## config.mk

```make
export PLATFORM = sky130hd
export DESIGN_NAME = sdss_queue
export DESIGN_NICKNAME = d
export VERILOG_FILES = /design/src/hw/rtl/sdss_pkg.sv /design/src/hw/rtl/sdss_queue.sv
export SDC_FILE = /design/constraint.sdc
export NUM_CORES = 1
export LEC_CHECK = 0
export ABC_AREA = 1
export BUFFER_PORTS_ARGS = -buffer_cell sky130_fd_sc_hd__buf_2
export CAP_MARGIN = 20
export CORE_ASPECT_RATIO = 0.6
export CORE_MARGIN = 2
export CORE_UTILIZATION = 53
export DETAILED_ROUTE_END_ITERATION = 6
export PLACE_DENSITY = 0.8
export SLEW_MARGIN = 25
export SYNTH_ARGS = -nofsm -noshare
export SYNTH_HDL_FRONTEND = slang
export SYNTH_SLANG_ARGS = --single-unit
```

## constraint.sdc

```tcl
create_clock -name clk -period 4.3 [get_ports clk]
set_input_delay 0.86 -clock clk [delete_from_list [all_inputs] [get_ports clk]]
set_output_delay 0.86 -clock clk [all_outputs]
set_load 0.01 [all_outputs]
```

## src/hw/rtl/sdss_pkg.sv

```systemverilog
// shared types, constants and functions of the six-digit seven-segment scan unit
// no dependencies
`timescale 1ns / 1ps

package sdss_pkg;

	localparam int NUM_DIGITS = 6;
	localparam int DIG_IDX_W  = (NUM_DIGITS > 1) ? $clog2(NUM_DIGITS) : 1;
	localparam int DIGIT_W    = 4;
	localparam int VALUE_W    = 32;
	localparam int SEG_W      = 8;
	localparam int EN_W       = 6;

	// value / 10 == (value * RECIP) >> RECIP_SHIFT for every 32-bit value
	localparam logic [VALUE_W-1:0] RECIP       = 32'hCCCC_CCCD;
	localparam int                 RECIP_SHIFT = 35;
	localparam int                 QUOT_W      = 2 * VALUE_W - RECIP_SHIFT;

	localparam logic [DIG_IDX_W-1:0] LAST_IDX = DIG_IDX_W'(NUM_DIGITS - 1);

	localparam logic [SEG_W-1:0] SEG_OFF = '0;
	localparam logic [EN_W-1:0]  EN_OFF  = '0;

	typedef logic [DIGIT_W-1:0] digit_t;

	// one count, split into decimal places, ones place at index 0
	typedef struct packed {
		logic                         blank;
		logic [NUM_DIGITS-1:0][DIGIT_W-1:0] dig;
	} sdss_rec_t;

	function automatic logic [SEG_W-1:0] seg_pattern(input digit_t d);
		logic [SEG_W-1:0] p;
		unique case (d)
			4'd0:    p = 8'h3F;
			4'd1:    p = 8'h06;
			4'd2:    p = 8'h5B;
			4'd3:    p = 8'h4F;
			4'd4:    p = 8'h66;
			4'd5:    p = 8'h6D;
			4'd6:    p = 8'h7D;
			4'd7:    p = 8'h07;
			4'd8:    p = 8'h7F;
			4'd9:    p = 8'h6F;
			default: p = SEG_OFF;
		endcase
		return p;
	endfunction

	// ones place drives the highest enable bit; bits past the field drop out
	function automatic logic [EN_W-1:0] digit_en(input logic [DIG_IDX_W-1:0] k);
		logic [EN_W-1:0] en;
		for (int b = 0; b < EN_W; b++) begin
			en[b] = (b == (NUM_DIGITS - 1 - int'(k)));
		end
		return en;
	endfunction

endpackage

```

## src/hw/rtl/sdss_queue.sv

```systemverilog
// two-entry queue of digit records between front and back
// depends on sdss_pkg
`timescale 1ns / 1ps

module sdss_queue (
	input  logic                clk,
	input  logic                arst_n,
	input  logic                push_valid,
	output logic                push_ready,
	input  sdss_pkg::sdss_rec_t push_rec,
	output logic                head_valid,
	input  logic                pop,
	output sdss_pkg::sdss_rec_t head_rec
);
	import sdss_pkg::*;

	sdss_rec_t  mem_q [2];
	logic       wr_ptr_q;
	logic       rd_ptr_q;
	logic [1:0] fill_q;
	logic       do_push;
	logic       do_pop;

	assign push_ready = (fill_q != 2'd2);
	assign head_valid = (fill_q != 2'd0);
	assign head_rec   = mem_q[rd_ptr_q];
	assign do_push    = push_valid && push_ready;
	assign do_pop     = pop && head_valid;

	always_ff @(posedge clk or negedge arst_n) begin
		if (!arst_n) begin
			wr_ptr_q <= 1'b0;
			rd_ptr_q <= 1'b0;
			fill_q   <= 2'd0;
		end else begin
			if (do_push) begin
				wr_ptr_q <= !wr_ptr_q;
			end
			if (do_pop) begin
				rd_ptr_q <= !rd_ptr_q;
			end
			unique case ({do_push, do_pop})
				2'b10:   fill_q <= fill_q + 2'd1;
				2'b01:   fill_q <= fill_q - 2'd1;
				default: fill_q <= fill_q;
			endcase
		end
	end

	always_ff @(posedge clk) begin
		if (do_push) begin
			mem_q[wr_ptr_q] <= push_rec;
		end
	end

endmodule

```

==> flow_summary.ini, run 1 <==
[run_status]
status = complete, no violations

[synth]
async_flop_share_pct = 7.407
syn-instance-count = 160
yosys_most_used_dff = edfxtp_1
synth_top_area_share_pct = 71.47
synth_simple_gate_area_share_pct = 18.05
synth_top_family_by_area = simple AND/OR/NAND/NOR gates
synth.avg_cell_area_um2 = 13.13
synth_compound_area_share_pct = 0.2382
synth.distinct_cells = 17
ys_seq_area_share_pct = 76.24
synth_edf_count = 50
netlist_area_um2 = 2101
synth.area.top_cells = edfxtp_1 (71%), nand2_1 (14%), dfrtp_1 (4.8%)
synthXorXnorAreaFrac_pct = 0.4169
yosysWarnings = 0
synth_top_cell_by_area = edfxtp_1
synth_fp_nets = 190
synthAdderAreaFrac_pct = 0.5956
ys_seq_elements = 54
muxShareOfSynthArea_pct = 0

[timing]
finalHoldViolations = 0
rsz0062_at_grt = no
tns_ns = 0
setup_viol = 0
layout_setup_ws_ns = 1.638
post-route-min-period_ns = 2.662
holdWs_ns = 0.3561
post-route-period-util_pct = 61.92
max_freq_ghz = 0.3756
clock_skew_ns = 0.006526
maxSlewHeadroom_pct = 34.81
finalMaxSlewViolations = 0
worstMarginPinSlew_ns = 0.9778

[power_and_ir_drop]
p_total_uw = 1651
vdd_drop_max_mv = 0.3311
p_leak_uw = 0.001106
powerDensity_nw_per_um2 = 662.7

[setup_path]
path_cells = inv_8 -> nand2_1 -> nand2_1 -> buf_2
endpoint_kind = output pin
crit_top_cell = nand2_1
cp_max_fo = 27
crit_buf_inv = 2
critical_path.top_delay_family = flip-flops
slowest_delay_ns = 0.99
cp-start-kind = flop
r2r_slack_ns = 2.74
worstSetupPathType = flop to output pin
cp.arrival_ns = 1.80
cp.required_ns = 3.44
worst_path_max_delay_cell = dfrtp_1

[floorplanning]
start_util_pct = 56.12
pin_count = 56
fp.dieW_um = 85.28
core_area_um2 = 3744
die_h_um = 52.77
fp.dieArea_um2 = 4500
num_rows = 17

[layout]
multiInputGateArea_um2 = 407.9
antenna_cells = 0
num-fill-cells = 304
syn2layout_area_growth_pct = 18.58
nets = 248
seqCellArea_um2 = 1602
drive_gt1_share_pct = 32.88
final_cell_area_um2 = 2491

[cts]
cts_tree = yes
cts_sinks = 54
clkLatencyLatePin_ns = 0.30
htree_num_levels = 2
cts_buffers = 5
clk_pin_slew_worst_paths_ns = 0.08
cts-root-buf = clkbuf_8
ctsResizeCount = 0
post_cts_buffers = 0
cts_hold_buf = 0
ctsLongestPathBuffers = 2

[place]
place_area_um2 = 2385
numPortBuffers = 55
dpl.hpwl_mm = 2.292
pre_cts_slack_ns = 1.937
place.gp.congestion = 0.7226

[routing]
ant_nets = 0
drtIter0Drc = 64
post_drt_wl_per_cell_um = 12.93
vias_per_cell = 4.647
vias = 1236
dr.pass1.iters = 4
wirelength_mm = 3.439
drc = 0

[grt]
grt_antenna_before_repair = 0
grt_overflow = 0
grt_pass1_vias = 1117
track_usage_pct = 16.80
grt_pass1_wl_mm = 5.354
grt_max_degree = 28

[worst_hold_path]
hold_path_class = input pin to async pin

[flow_run]
maxCapViolCount = 0
## stage by stage
step / cells / utilization (%)
2_1_floorplan: 160 / -
3_3_place_gp: 258 / 63.70
3_5_place_dp: 258 / 63.70
4_1_cts: 266 / 66.54
5_1_grt: 266 / 66.54
6_report: 266 / 66.54
## cell type report
type | count | share of cell area (%)
clock buffer | 7 | 3.064
tap | 47 | 2.361
clock inverter | 1 | 1.205
timing repair buffer | 56 | 11.35
inverter | 7 | 1.356
multi-input combinational | 94 | 16.37
sequential | 54 | 64.29
## cell usage in the layout, fill, tap and decap left out
cell and n:
nor2_2 1, edfxtp_1 50, buf_2 55, dfrtp_1 4, inv_1 5, nand2_2 4, ha_1 1, nand4_1 1
bufinv_16 1, buf_4 1, nand2_4 2, a21oi_1 1, nor2_4 1, xnor2_1 1, clkbuf_1 2, nand2_1 79
clkbuf_8 5, nor2_1 1, inv_2 1, nand3_1 2, inv_8 1
## logic make-up (layout without fill, tap and decap cells)
family,count (synthesis),count (layout)
compound gates,1,1
buf+inv,12,71
simple gates,91,91
xor+xnor,1,1
fa+ha+maj,1,1
flops,54,54
## flip-flops by register name (all words and copies together), names as in the netlist
register	flops
fill_q	2
wr_ptr_q	1
rd_ptr_q	1
mem_q	50
## power by group
part           switching [µW]  internal, µW
Combinational             334           195
Sequential               80.0           719
Clock                     149           174
## layer usage
layer / vias up / global-route usage [%] / wire length, µm
met2: 43 / 23.05 / 1388
met1: 544 / 24.23 / 1779
li1: 643 / - / -
met3: 6 / 5.512 / 213
met5: - / 0 / 0
met4: 0 / 7.937 / 58
## cells in the mapped netlist, types with 2 or more instances
library cell,number
nand2_2,4
nor2_1,2
nand2_4,2
inv_1,5
nand2_1,79
edfxtp_1,50
buf_6,4
nand3_1,2
dfrtp_1,4
## path summary, 6_finish.rpt
check,startpoint,cells past startpoint,end
min in group clk,fill_q[0]$_DFFE_PN0P_,1,fill_q[0]$_DFFE_PN0P_
min,arst_n,1,fill_q[0]$_DFFE_PN0P_
max in group asynchronous,arst_n,1,rd_ptr_q$_DFFE_PN0P_
max reg2reg,fill_q[0]$_DFFE_PN0P_,4,mem_q[1][22]$_DFFE_PP_
max,rd_ptr_q$_DFFE_PN0P_,4,head_rec[6]
min reg2reg,fill_q[0]$_DFFE_PN0P_,1,fill_q[0]$_DFFE_PN0P_
Note: power is estimated with default switching activity, not from simulation.
==> inputs of run 2 (changes only) <==
CORE_UTILIZATION = 51   (was 53)
PLACE_DENSITY = 0.78   (was 0.8)
clock period = 2.5 ns   (was 4.3 ns; I/O delays follow)
==> run 2 against run 1 <==
Against the previous run:
- global-route usage shrank 0.71 points
- clock skew decreased by 0.0028 ns
- via count grew 1.1%
- first-iteration DRC count decreased by 20%
- sequential power grew 69%
- critical path type unchanged
- highest routed layer unchanged
==> flow_summary.ini, run 2 (synthesis results as in run 1) <==
[run_status]
status = complete, no violations

[layout]
antenna_cells = 0
drive_gt1_share_pct = 33.48
final_common_cell = nand2_1
stdcell_count = 271
largestRegisters = mem_q: 50 flops, fill_q: 2 flops
syn2layout_area_growth_pct = 18.88
top_register = mem_q
final_cell_area_um2 = 2497
largest_reg_flops = 50
final_cell_mix = nand2_1 (79), buf_2 (55), edfxtp_1 (50)
nets = 250

[floorplanning]
fp.dieW_um = 86.86
num_rows = 18
core_area_um2 = 4031
pin_count = 56
fp.dieArea_um2 = 4665
start_util_pct = 52.11
die_h_um = 53.72

[cts]
clk_pin_slew_worst_paths_ns = 0.09
ctsResizeCount = 0
clkLatencyLatePin_ns = 0.30
htree_num_levels = 2
cts-root-buf = clkbuf_8
cts_buffers = 5
post_cts_buffers = 0
ctsLongestPathBuffers = 2
cts_sinks = 54
cts_hold_buf = 1
cts_tree = yes

[grt]
grt_use_met1_pct = 20.33
grt_pass1_vias = 1183
grt_max_degree = 27
use_met2_pct = 25.83
track_usage_pct = 16.09
grt.busiest_layer = met2
grt_antenna_before_repair = 0
grt_overflow = 0
grt_util_met3_pct = 5.982
grt_pass1_wl_mm = 5.292

[setup_path]
cp.required_ns = 2.00
endpoint_kind = output pin
cp.arrival_ns = 1.61
cp-start-kind = flop
worstSetupPathType = flop to output pin
cp_max_fo = 15

[place]
dp.cells = 262
numPortBuffers = 55
pre_cts_slack_ns = 0.7231
place_area_um2 = 2396
place.gp.congestion = 0.7257
dpl.hpwl_mm = 2.313

[timing]
maxSlewHeadroom_pct = 51.46
setup_viol = 0
finalMaxSlewViolations = 0
clock_skew_ns = 0.003751
rsz0062_at_grt = no
max_freq_ghz = 0.4741
post-route-min-period_ns = 2.109
layout_setup_ws_ns = 0.3906
worstMarginPinSlew_ns = 0.7264
tns_ns = 0
post-route-period-util_pct = 84.38
finalHoldViolations = 0

[routing]
drc = 0
dr.pass1.iters = 4
drtIter0Drc = 51
vias = 1250
wirelength_mm = 3.456
post_drt_wl_per_cell_um = 12.75
vias_per_cell = 4.613
ant_nets = 0

[power_and_ir_drop]
switching_share_pct = 35.15
vdd_drop_max_mv = 0.5522
pwr-share-seq_pct = 48.5
p_int_uw = 1805
p_leak_uw = 0.001111
powerDensity_nw_per_um2 = 1114
power_frac_comb_pct = 34.3
p_clk_share_pct = 17.2
p_switching_uw = 978.0

[worst_hold_path]
hold_path_class = input pin to flop

[flow_run]
maxCapViolCount = 0
==> run 2: worst max-delay path, cell delays in order (launching register included) <==
cell and delay (ns):
dfrtp_1 0.73, buf_4 0.30, nand2_1 0.07, nand2_1 0.07, buf_2 0.12
==> run 2: power groups by stage <==
stage          clock (µW)  combinational, µW  sequential, µW
3_5_place_dp            0                971            1370
2_1_floorplan           0                723            1310
5_1_grt               532               1080            1370
4_1_cts               497                974            1350
3_3_place_gp            0                956            1360
6_report              479                955            1350
==> run 2: worst paths after layout <==
check                                            from                endpoint  slack (ns)  depth (start not counted)
worst max-delay path             rd_ptr_q$_DFFE_PN0P_            head_rec[16]        0.39                          4
worst min-delay path                     push_rec[15]  mem_q[1][15]$_DFFE_PP_        0.38                          1
worst max register to register  fill_q[0]$_DFFE_PN0P_   mem_q[1][6]$_DFFE_PP_        0.95                          4
worst min register to register  fill_q[0]$_DFFE_PN0P_   fill_q[0]$_DFFE_PN0P_        0.52                          1
max in group asynchronous                      arst_n    wr_ptr_q$_DFFE_PN0P_        1.82                          2
min in group asynchronous                      arst_n    rd_ptr_q$_DFFE_PN0P_        0.55                          2
==> run 2: metrics by stage <==
stage / util [%] / hold WS, ns / power, µW
2_1_floorplan: - / 0.2044 / 2038
3_3_place_gp: 59.44 / 0.3159 / 2319
3_5_place_dp: 59.44 / 0.3146 / 2339
4_1_cts: 61.95 / 0.3661 / 2821
5_1_grt: 61.95 / 0.3681 / 2982
6_report: 61.95 / 0.3796 / 2783
==> run 2: per-layer routing <==
layer  share of wire (%)  vias up
li1                    -      645
met3                 7.6        6
met4                 1.5        0
met5                   0        -
met1                  45      554
met2                  46       45
==> run 2: final cells by class <==
| type | instances | area, µm² |
|---|---|---|
| flip-flops and latches | 54 | 1602 |
| fillers | 319 | 1534 |
| multi-input cells | 94 | 407.9 |
| repair buffers | 58 | 300.3 |
| clock buffers | 7 | 86.33 |
| well taps | 50 | 62.56 |
| inverters | 7 | 33.78 |
| clock inverters | 1 | 5.005 |
