### config.mk
export PLATFORM = sky130hd
export DESIGN_NAME = sdss_back_flat
export DESIGN_NICKNAME = d
export VERILOG_FILES = /design/src/hw/rtl/sdss_pkg.sv /design/src/hw/rtl/sdss_out_if.sv /design/src/hw/rtl/sdss_back.sv /design/src/flat_wrapper.sv
export SDC_FILE = /design/constraint.sdc
export NUM_CORES = 1
export LEC_CHECK = 0
export ABC_AREA = 1
export ABC_CLOCK_PERIOD_IN_PS = 3310
export BUFFER_PORTS_ARGS = -buffer_cell sky130_fd_sc_hd__buf_4
export CAP_MARGIN = 20
export CORE_MARGIN = 10
export CORE_UTILIZATION = 55
export CTS_CLUSTER_DIAMETER = 80
export DETAILED_ROUTE_END_ITERATION = 10
export GPL_ROUTABILITY_DRIVEN = 0
export PLACE_DENSITY_LB_ADDON = 0.05
export SLEW_MARGIN = 40
export SYNTH_ARGS = -nofsm -noshare
export SYNTH_HDL_FRONTEND = slang
export SYNTH_SLANG_ARGS = --single-unit
### constraint.sdc
create_clock -name clk -period 3.31 [get_ports clk]
set_input_delay 0.1655 -clock clk [delete_from_list [all_inputs] [get_ports clk]]
set_output_delay 0.1655 -clock clk [all_outputs]
set_load 0.02 [all_outputs]
### src/hw/rtl/sdss_pkg.sv
// shared types, constants and functions of the six-digit seven-segment scan unit
// no dependencies
`timescale 1ns / 1ps

package sdss_pkg;

	localparam int NUM_DIGITS = 6;
	localparam int DIG_IDX_W  = (NUM_DIGITS > 1) ? $clog2(NUM_DIGITS) : 1;
	localparam int DIGIT_W    = 4;
	localparam int VALUE_W    = 32;
	localparam int SEG_W      = 8;
	localparam int EN_W       = 6;

	// value / 10 == (value * RECIP) >> RECIP_SHIFT for every 32-bit value
	localparam logic [VALUE_W-1:0] RECIP       = 32'hCCCC_CCCD;
	localparam int                 RECIP_SHIFT = 35;
	localparam int                 QUOT_W      = 2 * VALUE_W - RECIP_SHIFT;

	localparam logic [DIG_IDX_W-1:0] LAST_IDX = DIG_IDX_W'(NUM_DIGITS - 1);

	localparam logic [SEG_W-1:0] SEG_OFF = '0;
	localparam logic [EN_W-1:0]  EN_OFF  = '0;

	typedef logic [DIGIT_W-1:0] digit_t;

	// one count, split into decimal places, ones place at index 0
	typedef struct packed {
		logic                         blank;
		logic [NUM_DIGITS-1:0][DIGIT_W-1:0] dig;
	} sdss_rec_t;

	function automatic logic [SEG_W-1:0] seg_pattern(input digit_t d);
		logic [SEG_W-1:0] p;
		unique case (d)
			4'd0:    p = 8'h3F;
			4'd1:    p = 8'h06;
			4'd2:    p = 8'h5B;
			4'd3:    p = 8'h4F;
			4'd4:    p = 8'h66;
			4'd5:    p = 8'h6D;
			4'd6:    p = 8'h7D;
			4'd7:    p = 8'h07;
			4'd8:    p = 8'h7F;
			4'd9:    p = 8'h6F;
			default: p = SEG_OFF;
		endcase
		return p;
	endfunction

	// ones place drives the highest enable bit; bits past the field drop out
	function automatic logic [EN_W-1:0] digit_en(input logic [DIG_IDX_W-1:0] k);
		logic [EN_W-1:0] en;
		for (int b = 0; b < EN_W; b++) begin
			en[b] = (b == (NUM_DIGITS - 1 - int'(k)));
		end
		return en;
	endfunction

endpackage

### src/hw/rtl/sdss_out_if.sv
// result channel of the scan unit: one scan step per word with valid/ready
// depends on sdss_pkg
`timescale 1ns / 1ps

interface sdss_out_if;
	import sdss_pkg::*;

	logic             valid;
	logic             ready;
	logic [SEG_W-1:0] segments;
	logic [EN_W-1:0]  digit_enable;
	logic             last_digit;

	modport source (output valid, output segments, output digit_enable, output last_digit,
		input ready);
	modport sink   (input valid, input segments, input digit_enable, input last_digit,
		output ready);
endinterface

### src/hw/rtl/sdss_back.sv
// back end: walks a digit record, one scan word per digit (one only if blank)
// depends on sdss_pkg, sdss_out_if
`timescale 1ns / 1ps

module sdss_back (
	input  logic                clk,
	input  logic                arst_n,
	input  logic                head_valid,
	input  sdss_pkg::sdss_rec_t head_rec,
	output logic                pop,
	sdss_out_if.source          scan
);
	import sdss_pkg::*;

	logic [DIG_IDX_W-1:0]  idx_q;
	logic                  ov_q;
	logic [SEG_W-1:0]      seg_q;
	logic [EN_W-1:0]       en_q;
	logic                  last_q;

	logic [NUM_DIGITS-1:0] nz_above;
	logic                  shown;
	logic                  out_adv;
	logic                  emit;
	logic                  last;

	// place is lit when it or any higher place is nonzero; the ones place is always lit
	always_comb begin
		nz_above[NUM_DIGITS-1] = (head_rec.dig[NUM_DIGITS-1] != '0);
		for (int k = NUM_DIGITS - 2; k >= 0; k--) begin
			nz_above[k] = nz_above[k+1] || (head_rec.dig[k] != '0);
		end
	end

	assign shown   = (idx_q == '0) || nz_above[idx_q];
	assign out_adv = !ov_q || scan.ready;
	assign emit    = head_valid && out_adv;
	assign last    = head_rec.blank || (idx_q == LAST_IDX);
	assign pop     = emit && last;

	assign scan.valid        = ov_q;
	assign scan.segments     = seg_q;
	assign scan.digit_enable = en_q;
	assign scan.last_digit   = last_q;

	always_ff @(posedge clk or negedge arst_n) begin
		if (!arst_n) begin
			ov_q  <= 1'b0;
			idx_q <= '0;
		end else if (emit) begin
			ov_q  <= 1'b1;
			idx_q <= last ? '0 : idx_q + 1'b1;
		end else if (scan.ready) begin
			ov_q <= 1'b0;
		end
	end

	always_ff @(posedge clk) begin
		if (emit) begin
			last_q <= last;
			if (head_rec.blank) begin
				seg_q <= SEG_OFF;
				en_q  <= EN_OFF;
			end else begin
				seg_q <= seg_pattern(head_rec.dig[idx_q]);
				en_q  <= shown ? digit_en(idx_q) : EN_OFF;
			end
		end
	end

endmodule

### src/flat_wrapper.sv
// flat-port wrapper written by rule: the top's interface ports become plain ports
module sdss_back_flat import sdss_pkg::*;
  (clk, arst_n, head_valid, head_rec, pop, scan_valid, scan_segments, scan_digit_enable, scan_last_digit, scan_ready);
  sdss_out_if scan_i ();
  input  logic clk;
  input  logic arst_n;
  input  logic head_valid;
  input  sdss_pkg::sdss_rec_t head_rec;
  output logic pop;
  output wire logic [$bits(scan_i.valid)-1:0] scan_valid;
  output wire logic [$bits(scan_i.segments)-1:0] scan_segments;
  output wire logic [$bits(scan_i.digit_enable)-1:0] scan_digit_enable;
  output wire logic [$bits(scan_i.last_digit)-1:0] scan_last_digit;
  input wire logic [$bits(scan_i.ready)-1:0] scan_ready;
  assign scan_valid = scan_i.valid;
  assign scan_segments = scan_i.segments;
  assign scan_digit_enable = scan_i.digit_enable;
  assign scan_last_digit = scan_i.last_digit;
  assign scan_i.ready = scan_ready;
  sdss_back u_core (.clk(clk), .arst_n(arst_n), .head_valid(head_valid), .head_rec(head_rec), .pop(pop), .scan(scan_i));
endmodule
==> results of run 1 <==
## final cells by class
cell class / count / area (µm²) / area share (%)
clock buffer: 3 / 22.5 / 1.24
sequential: 18 / 520 / 28.7
tap: 30 / 37.5 / 2.07
clock inverter: 1 / 3.75 / 0.207
inverter: 34 / 133 / 7.31
timing repair buffer: 45 / 340 / 18.7
multi-input combinational: 134 / 758 / 41.8
## path summary, 6_finish.rpt
| path | from | endpoint | cells after the start |
|---|---|---|---|
| worst max-delay path | u_core.idx_q[0] | u_core.scan.segments[3] | 9 |
| worst min-delay path | head_valid | u_core.scan.valid | 3 |
| worst max register to register | u_core.idx_q[0] | u_core.scan.segments[3] | 9 |
| worst min register to register | u_core.scan.valid | u_core.scan.valid | 2 |
| max in group asynchronous | arst_n | u_core.scan.valid | 2 |
| min in group asynchronous | arst_n | u_core.idx_q[2] | 2 |
## worst register-to-register path: cells and delay by family, from the launching register on
family | cells | cell delay, ns
adder cells (fa/ha/maj) | 1 | 0.21
flip-flops | 1 | 0.78
AO/OA/AOI/OAI | 1 | 0.42
buffers and inverters | 2 | 0.33
AND/OR/NAND/NOR | 5 | 0.64
## cells by family (layout without fill, tap and decap cells)
kind of cell,after synthesis,count (layout)
AO/OA/AOI/OAI,20,20
adder cells (fa/ha/maj),13,13
buffers and inverters,38,83
flip-flops,18,18
other,1,1
AND/OR/NAND/NOR,100,100
## metal layers
metal	GRT usage (%)	share of wire, %	vias to the layer above
met1	13.6	43	572
met2	24.1	47	48
li1	-	-	691
met5	0	0	-
met4	6.45	1.8	0
met3	4.13	7.2	6
## per-stage QoR
stage	cells	instance area [µm²]	total power, mW
floorplan	190	1450	0.676
global placement	260	1780	0.789
detailed placement	260	1780	0.803
CTS	265	1820	0.908
global route	265	1820	0.992
finish	265	1820	0.902
## timing repair
item                      in CTS  in global routing
buffers inserted               0                  0
hold buffers                   1                  0
hold endpoints to repair       4                  0
## cell usage after synthesis, types with 3 or more instances
library cell	n	area share (%)
nand2_1	40	10
nor2_1	29	7.5
ha_1	13	11
inv_2	3	0.78
nand2_2	5	2.2
dfrtp_1	4	6.9
o21ai_0	8	2.8
a21oi_1	6	2.1
inv_1	29	7.5
edfxtp_1	14	29
nand3_1	14	4.8
## flip-flops by register name (all words and copies together), names as in the netlist
signal                    cells
u_core.scan.valid             1
u_core.scan.digit_enable      6
u_core.idx_q                  3
u_core.scan.segments          7
u_core.scan.last_digit        1
## power groups by stage
| stage | Sequential, mW | Clock [mW] | Combinational [mW] |
|---|---|---|---|
| after detailed placement | 0.330 | 0 | 0.473 |
| after CTS | 0.325 | 0.107 | 0.476 |
| final | 0.325 | 0.103 | 0.473 |
| after floorplan | 0.350 | 0 | 0.326 |
| after global routing | 0.331 | 0.123 | 0.538 |
| after global placement | 0.328 | 0 | 0.461 |
==> results.json, run 1 <==
{
  "syn_area_um2": 1450,
  "tns_ns": 0,
  "pwr-share-clk_pct": 11.5,
  "p_leak_nw": 0.940,
  "htree_levels": 1,
  "synth-main-ff-cell": "edfxtp_1",
  "ys_warn_count": 0,
  "drt_iter0_drc": 53,
  "final_util_pct": 72.6,
  "post_cts_resized": 0,
  "synth_nets": 232,
  "grt_pass1_wl_um": 5710,
  "yosysUniqueCellTypes": 31,
  "setup_slack_ns": 0.799,
  "wire_per_inst_um": 12.3,
  "power_density_nw_per_um2": 497,
  "clkLatencyLatePin_ns": 0.28,
  "p_seq_share_pct": 36.1,
  "switching_power_mw": 0.384,
  "synth-compound-area-share_pct": 8.81,
  "hold_path_class": "primary input to flop",
  "post-route-period-util_pct": 75.9,
  "die_h_um": 71.3,
  "cts_buffer_depth": 2,
  "grt_antenna_before_repair": 0,
  "grtUsageTotal_pct": 13.4,
  "fmax_mhz": 398,
  "syn_area_per_cell_um2": 7.63,
  "grt_max_degree": 21,
  "period_needed_ns": 2.51,
  "firstDrtPassIters": 4,
  "cts_tree": "yes",
  "cts_sinks": 18,
  "synth_top_family_by_area": "simple AND/OR/NAND/NOR gates",
  "endpoint_kind": "flop",
  "seq_area_frac_synth_pct": 35.9,
  "fin_hold_ws_ns": 0.114,
  "ant_nets": 0,
  "tightest_slew_ns": 0.666,
  "coreArea_um2": 2500,
  "ir_worst_vdd_mv": 0.366,
  "drc": 0,
  "slew_violations": 0,
  "n_fill_cell": 213,
  "swShare_pct": 42.6,
  "avgViaCountPerCell": 4.97,
  "synth-simple-area-share_pct": 32.0,
  "cp.arrival_ns": 2.66,
  "synth_xor_xnor_area_share_pct": 0,
  "dp.final_hpwl_um": 2770,
  "cts_root_buffer": "clkbuf_4",
  "cp_common_cell": "nor2_1",
  "ys_seq_elements": 18,
  "cp.required_ns": 3.46,
  "drive_above_1_share_pct": 28.1,
  "fin_skew_ns": 0.00265,
  "io_pins": 46,
  "slowest_delay_ns": 0.78,
  "overflow": 0,
  "synth-adder-area-share_pct": 11.2,
  "crit_buf_inv": 2,
  "numCtsBuffers": 3,
  "final_common_cell": "buf_4",
  "totalWireLength_um": 3270,
  "crit_path_cell_trace": "inv_4, or2_0, a32oi_1, inv_1, ha_1, nand3b_1, nand2_2, nor2_1, nor2_1",
  "synth-edff-count": 14,
  "clkTransAtPathRegs_ns": 0.09,
  "areaGrowthSynthToFinish_pct": 25.3,
  "initial_utilization_pct": 58.0,
  "critPathTopFamily": "flip-flops",
  "die_w_um": 71.3,
  "first_global_vias": 1348,
  "cpMaxStageDelayCell": "dfrtp_1",
  "slew_headroom_pct": 55.6,
  "rows": 18,
  "async_reset_ff_share_pct": 22.2,
  "antenna_cells": 0,
  "dieArea_um2": 5090,
  "hold_viol": 0,
  "num_vias": 1317,
  "port_buffers": 44,
  "status": "completed",
  "intPower_mw": 0.517,
  "cap_violations": 0,
  "p_comb_share_pct": 52.5,
  "finish.net_count": 278,
  "setup_viol": 0,
  "rsz0062_at_grt": "false",
  "critPathLaunchType": "flop",
  "cp_max_fo": 19,
  "r2r_slack_ns": 0.80,
  "syn-instance-count": 190,
  "crit_type": "flop to flop",
  "place_ws_ns": 0.805,
  "synth_mux_area_share_pct": 0,
  "final_cell_mix": "buf_4, nand2_1, nor2_1, inv_1"
}
No activity file was read; power rests on OpenSTA's default activity.
==> run 2, diff against run 1 <==
--- a/config.mk
+++ b/config.mk
@@ -5,12 +5,12 @@
 export SDC_FILE = /design/constraint.sdc
 export NUM_CORES = 1
 export LEC_CHECK = 0
-export ABC_AREA = 1
-export ABC_CLOCK_PERIOD_IN_PS = 3310
+export ABC_AREA = 0
+export ABC_CLOCK_PERIOD_IN_PS = 2200
 export BUFFER_PORTS_ARGS = -buffer_cell sky130_fd_sc_hd__buf_4
 export CAP_MARGIN = 20
 export CORE_MARGIN = 10
-export CORE_UTILIZATION = 55
+export CORE_UTILIZATION = 45
 export CTS_CLUSTER_DIAMETER = 80
 export DETAILED_ROUTE_END_ITERATION = 10
 export GPL_ROUTABILITY_DRIVEN = 0
==> constraint.sdc (replaced) <==
create_clock -name clk -period 2.2 [get_ports clk]
set_input_delay 0.11 -clock clk [delete_from_list [all_inputs] [get_ports clk]]
set_output_delay 0.11 -clock clk [all_outputs]
set_load 0.02 [all_outputs]
==> run 2 against run 1 <==
Compared with the run above:
- design area shrank 1.0%
- via count decreased by 15%
- fmax increased by 17%
- clock-buffer cell count unchanged
- global-route usage decreased by 2.0 points
- worst setup slack got worse by 0.74 ns
- synthesized cell count is 38% lower
- register-to-register slack got worse by 0.74 ns
- critical path depth unchanged
- area after synthesis shrank 8.5%
- power grew 35%
- die area grew 8.4%
- critical path type unchanged
- critical endpoint is now u_core.scan.segments[6]
==> results.json, run 2 <==
{
  "swShare_pct": 35.5,
  "p_total_mw": 1.22,
  "period_needed_ns": 2.15,
  "areaGrowthSynthToFinish_pct": 35.6,
  "ir_worst_vdd_mv": 0.484,
  "rsz0062_at_grt": "true",
  "endpoint_kind": "flop",
  "dp.final_hpwl_um": 2600,
  "cp_common_cell": "o22ai_1",
  "numCtsBuffers": 3,
  "final_common_cell": "buf_4",
  "pwr-share-clk_pct": 13.6,
  "clkTransAtPathRegs_ns": 0.10,
  "coreArea_um2": 2780,
  "critPathLaunchType": "flop",
  "clkLatencyLatePin_ns": 0.29,
  "slowest_delay_ns": 0.44,
  "ys_warn_count": 0,
  "synthTopCellsByCount": "edfxtp_1, ha_1",
  "r2r_end": "u_core.scan.segments[6]",
  "htree_levels": 1,
  "crit_cells": 9,
  "totalWireLength_um": 3150,
  "seq_area_frac_synth_pct": 39.3,
  "yosysUniqueCellTypes": 36,
  "cp.arrival_ns": 2.29,
  "async_reset_ff_share_pct": 22.2,
  "synth-main-ff-cell": "edfxtp_1",
  "status": "completed",
  "initial_utilization_pct": 47.6,
  "cts_sinks": 18,
  "cap_violations": 0,
  "finish.net_count": 214,
  "synth_nets": 159,
  "grt_pass1_wl_um": 5000,
  "wire_per_inst_um": 15.6,
  "drive_above_1_share_pct": 45.0,
  "place_ws_ns": 0.0512,
  "first_global_vias": 1122,
  "fin_skew_ns": 0.00794,
  "grt_max_degree": 17,
  "cts_buffer_depth": 2,
  "r2r_start": "u_core.idx_q[0]",
  "register_area_um2": 522,
  "crit_buf_inv": 3,
  "rows": 19,
  "slew_headroom_pct": 59.9,
  "cts_root_buffer": "clkbuf_4",
  "syn_area_um2": 1330,
  "die_w_um": 74.3,
  "p_leak_nw": 0.804,
  "slew_violations": 0,
  "min_to": "u_core.scan.valid",
  "ant_nets": 0,
  "post-route-period-util_pct": 97.5,
  "grt_antenna_before_repair": 0,
  "critPathTopFamily": "multiplexers",
  "cp_max_fo": 10,
  "firstDrtPassIters": 4,
  "final_cell_mix": "buf_4, edfxtp_1, ha_1",
  "setup_slack_ns": 0.0542,
  "port_buffers": 44,
  "power_density_nw_per_um2": 676,
  "syn_area_per_cell_um2": 11.3,
  "p_comb_share_pct": 49.2,
  "worstRegToRegCells": 9,
  "p_seq_share_pct": 37.3,
  "die_h_um": 74.3,
  "synth_top_area_share_pct": 31.7,
  "cp.required_ns": 2.35,
  "yosys.area.top_type": "edfxtp_1",
  "hold_viol": 0,
  "netlist_top_cells_area": "edfxtp_1, ha_1, dfrtp_1",
  "largest_register_ffs": 7,
  "dieArea_um2": 5520,
  "synth-edff-count": 14,
  "hold_start": "head_valid",
  "n_fill_cell": 226,
  "syn-instance-count": 117,
  "crit_type": "flop to flop",
  "switching_power_mw": 0.431,
  "num_vias": 1116,
  "grtUsageTotal_pct": 11.3,
  "fmax_mhz": 466,
  "crit_path_cell_trace": "buf_8, buf_4, mux2i_1, o22ai_1, a31oi_2, inv_1, ha_1, mux2_4, o22ai_1",
  "fin_hold_ws_ns": 0.0249,
  "tightest_slew_ns": 0.601,
  "io_pins": 46,
  "intPower_mw": 0.784,
  "multi_input_area_um2": 761,
  "cts_tree": "yes",
  "final_util_pct": 64.6,
  "drt_iter0_drc": 45,
  "r2r_slack_ns": 0.05,
  "overflow": 0,
  "drc": 0,
  "hold_path_depth": 2,
  "antenna_cells": 0,
  "setup_viol": 0,
  "yosysMostFrequentCell": "edfxtp_1",
  "ys_seq_elements": 18,
  "avgViaCountPerCell": 5.52,
  "cpMaxStageDelayCell": "dfrtp_1",
  "hold_path_class": "primary input to flop"
}
## run 2: worst reg2reg max path: stages, from the launching register on
cell	delay, ns
dfrtp_1	0.44
buf_8	0.16
buf_4	0.11
mux2i_1	0.21
o22ai_1	0.13
a31oi_2	0.23
inv_1	0.12
ha_1	0.22
mux2_4	0.27
o22ai_1	0.11
## run 2: metrics by stage
| step | area, µm² | cells | TNS [ns] |
|---|---|---|---|
| 6_report | 1800 | 202 | 0 |
| 5_1_grt | 1800 | 202 | -0.150 |
| 4_1_cts | 1740 | 198 | 0 |
| 3_5_place_dp | 1700 | 193 | 0 |
| 3_3_place_gp | 1700 | 193 | 0 |
| 2_1_floorplan | 1330 | 117 | 0 |
## run 2: worst max path at each step
stage | from | end | slack, ns
floorplan | u_core.idx_q[0] | u_core.scan.segments[3] | 0.04
global placement | u_core.idx_q[1] | u_core.scan.segments[3] | 0.07
detailed placement | u_core.idx_q[0] | u_core.scan.digit_enable[5] | 0.05
CTS | u_core.idx_q[0] | u_core.scan.digit_enable[5] | 0.02
global route | u_core.idx_q[0] | u_core.scan.segments[6] | -0.04
finish | u_core.idx_q[0] | u_core.scan.segments[6] | 0.05
## run 2: cells by family (layout without fill, tap and decap cells)
family / count (synthesis) / count (layout) / share of synthesized area, %
adder cells (fa/ha/maj): 13 / 13 / 12.3
other: 1 / 1 / 0.283
AND/OR/NAND/NOR: 33 / 33 / 15.0
flip-flops: 18 / 18 / 39.3
AO/OA/AOI/OAI: 25 / 25 / 13.9
buffers and inverters: 13 / 67 / 5.19
multiplexers: 14 / 14 / 14.1
## run 2: area by class of cell
type                    count  share of cell area (%)
clock buffers               3                    1.25
multi-input cells          86                    42.3
repair buffers             54                    23.1
inverters                   9                    1.88
flip-flops and latches     18                    29.0
clock inverters             1                   0.209
well taps                  31                    2.16
## run 2: power by group through the flow
stage,Sequential [mW],Combinational [mW],Clock (mW)
after floorplan,0.488,0.357,0
after global placement,0.457,0.558,0
after detailed placement,0.458,0.565,0
after CTS,0.451,0.568,0.170
after global routing,0.459,0.653,0.184
final,0.453,0.597,0.165
## run 2: metal layers
layer | part of all wire [%] | up-vias | global-route usage, %
met2 | 49 | 37 | 19.9
met3 | 5.6 | 6 | 1.73
met5 | 0 | - | 0
li1 | - | 553 | -
met4 | 1.9 | 0 | 4.88
met1 | 43 | 520 | 13.4
## run 2: what timing repair did
action	4_1_cts	5_1_grt
setup buffers	0	4
setup endpoints to repair	0	8
gates resized for setup	0	7
hold buffers	1	0
endpoints found under the hold margin	4	0
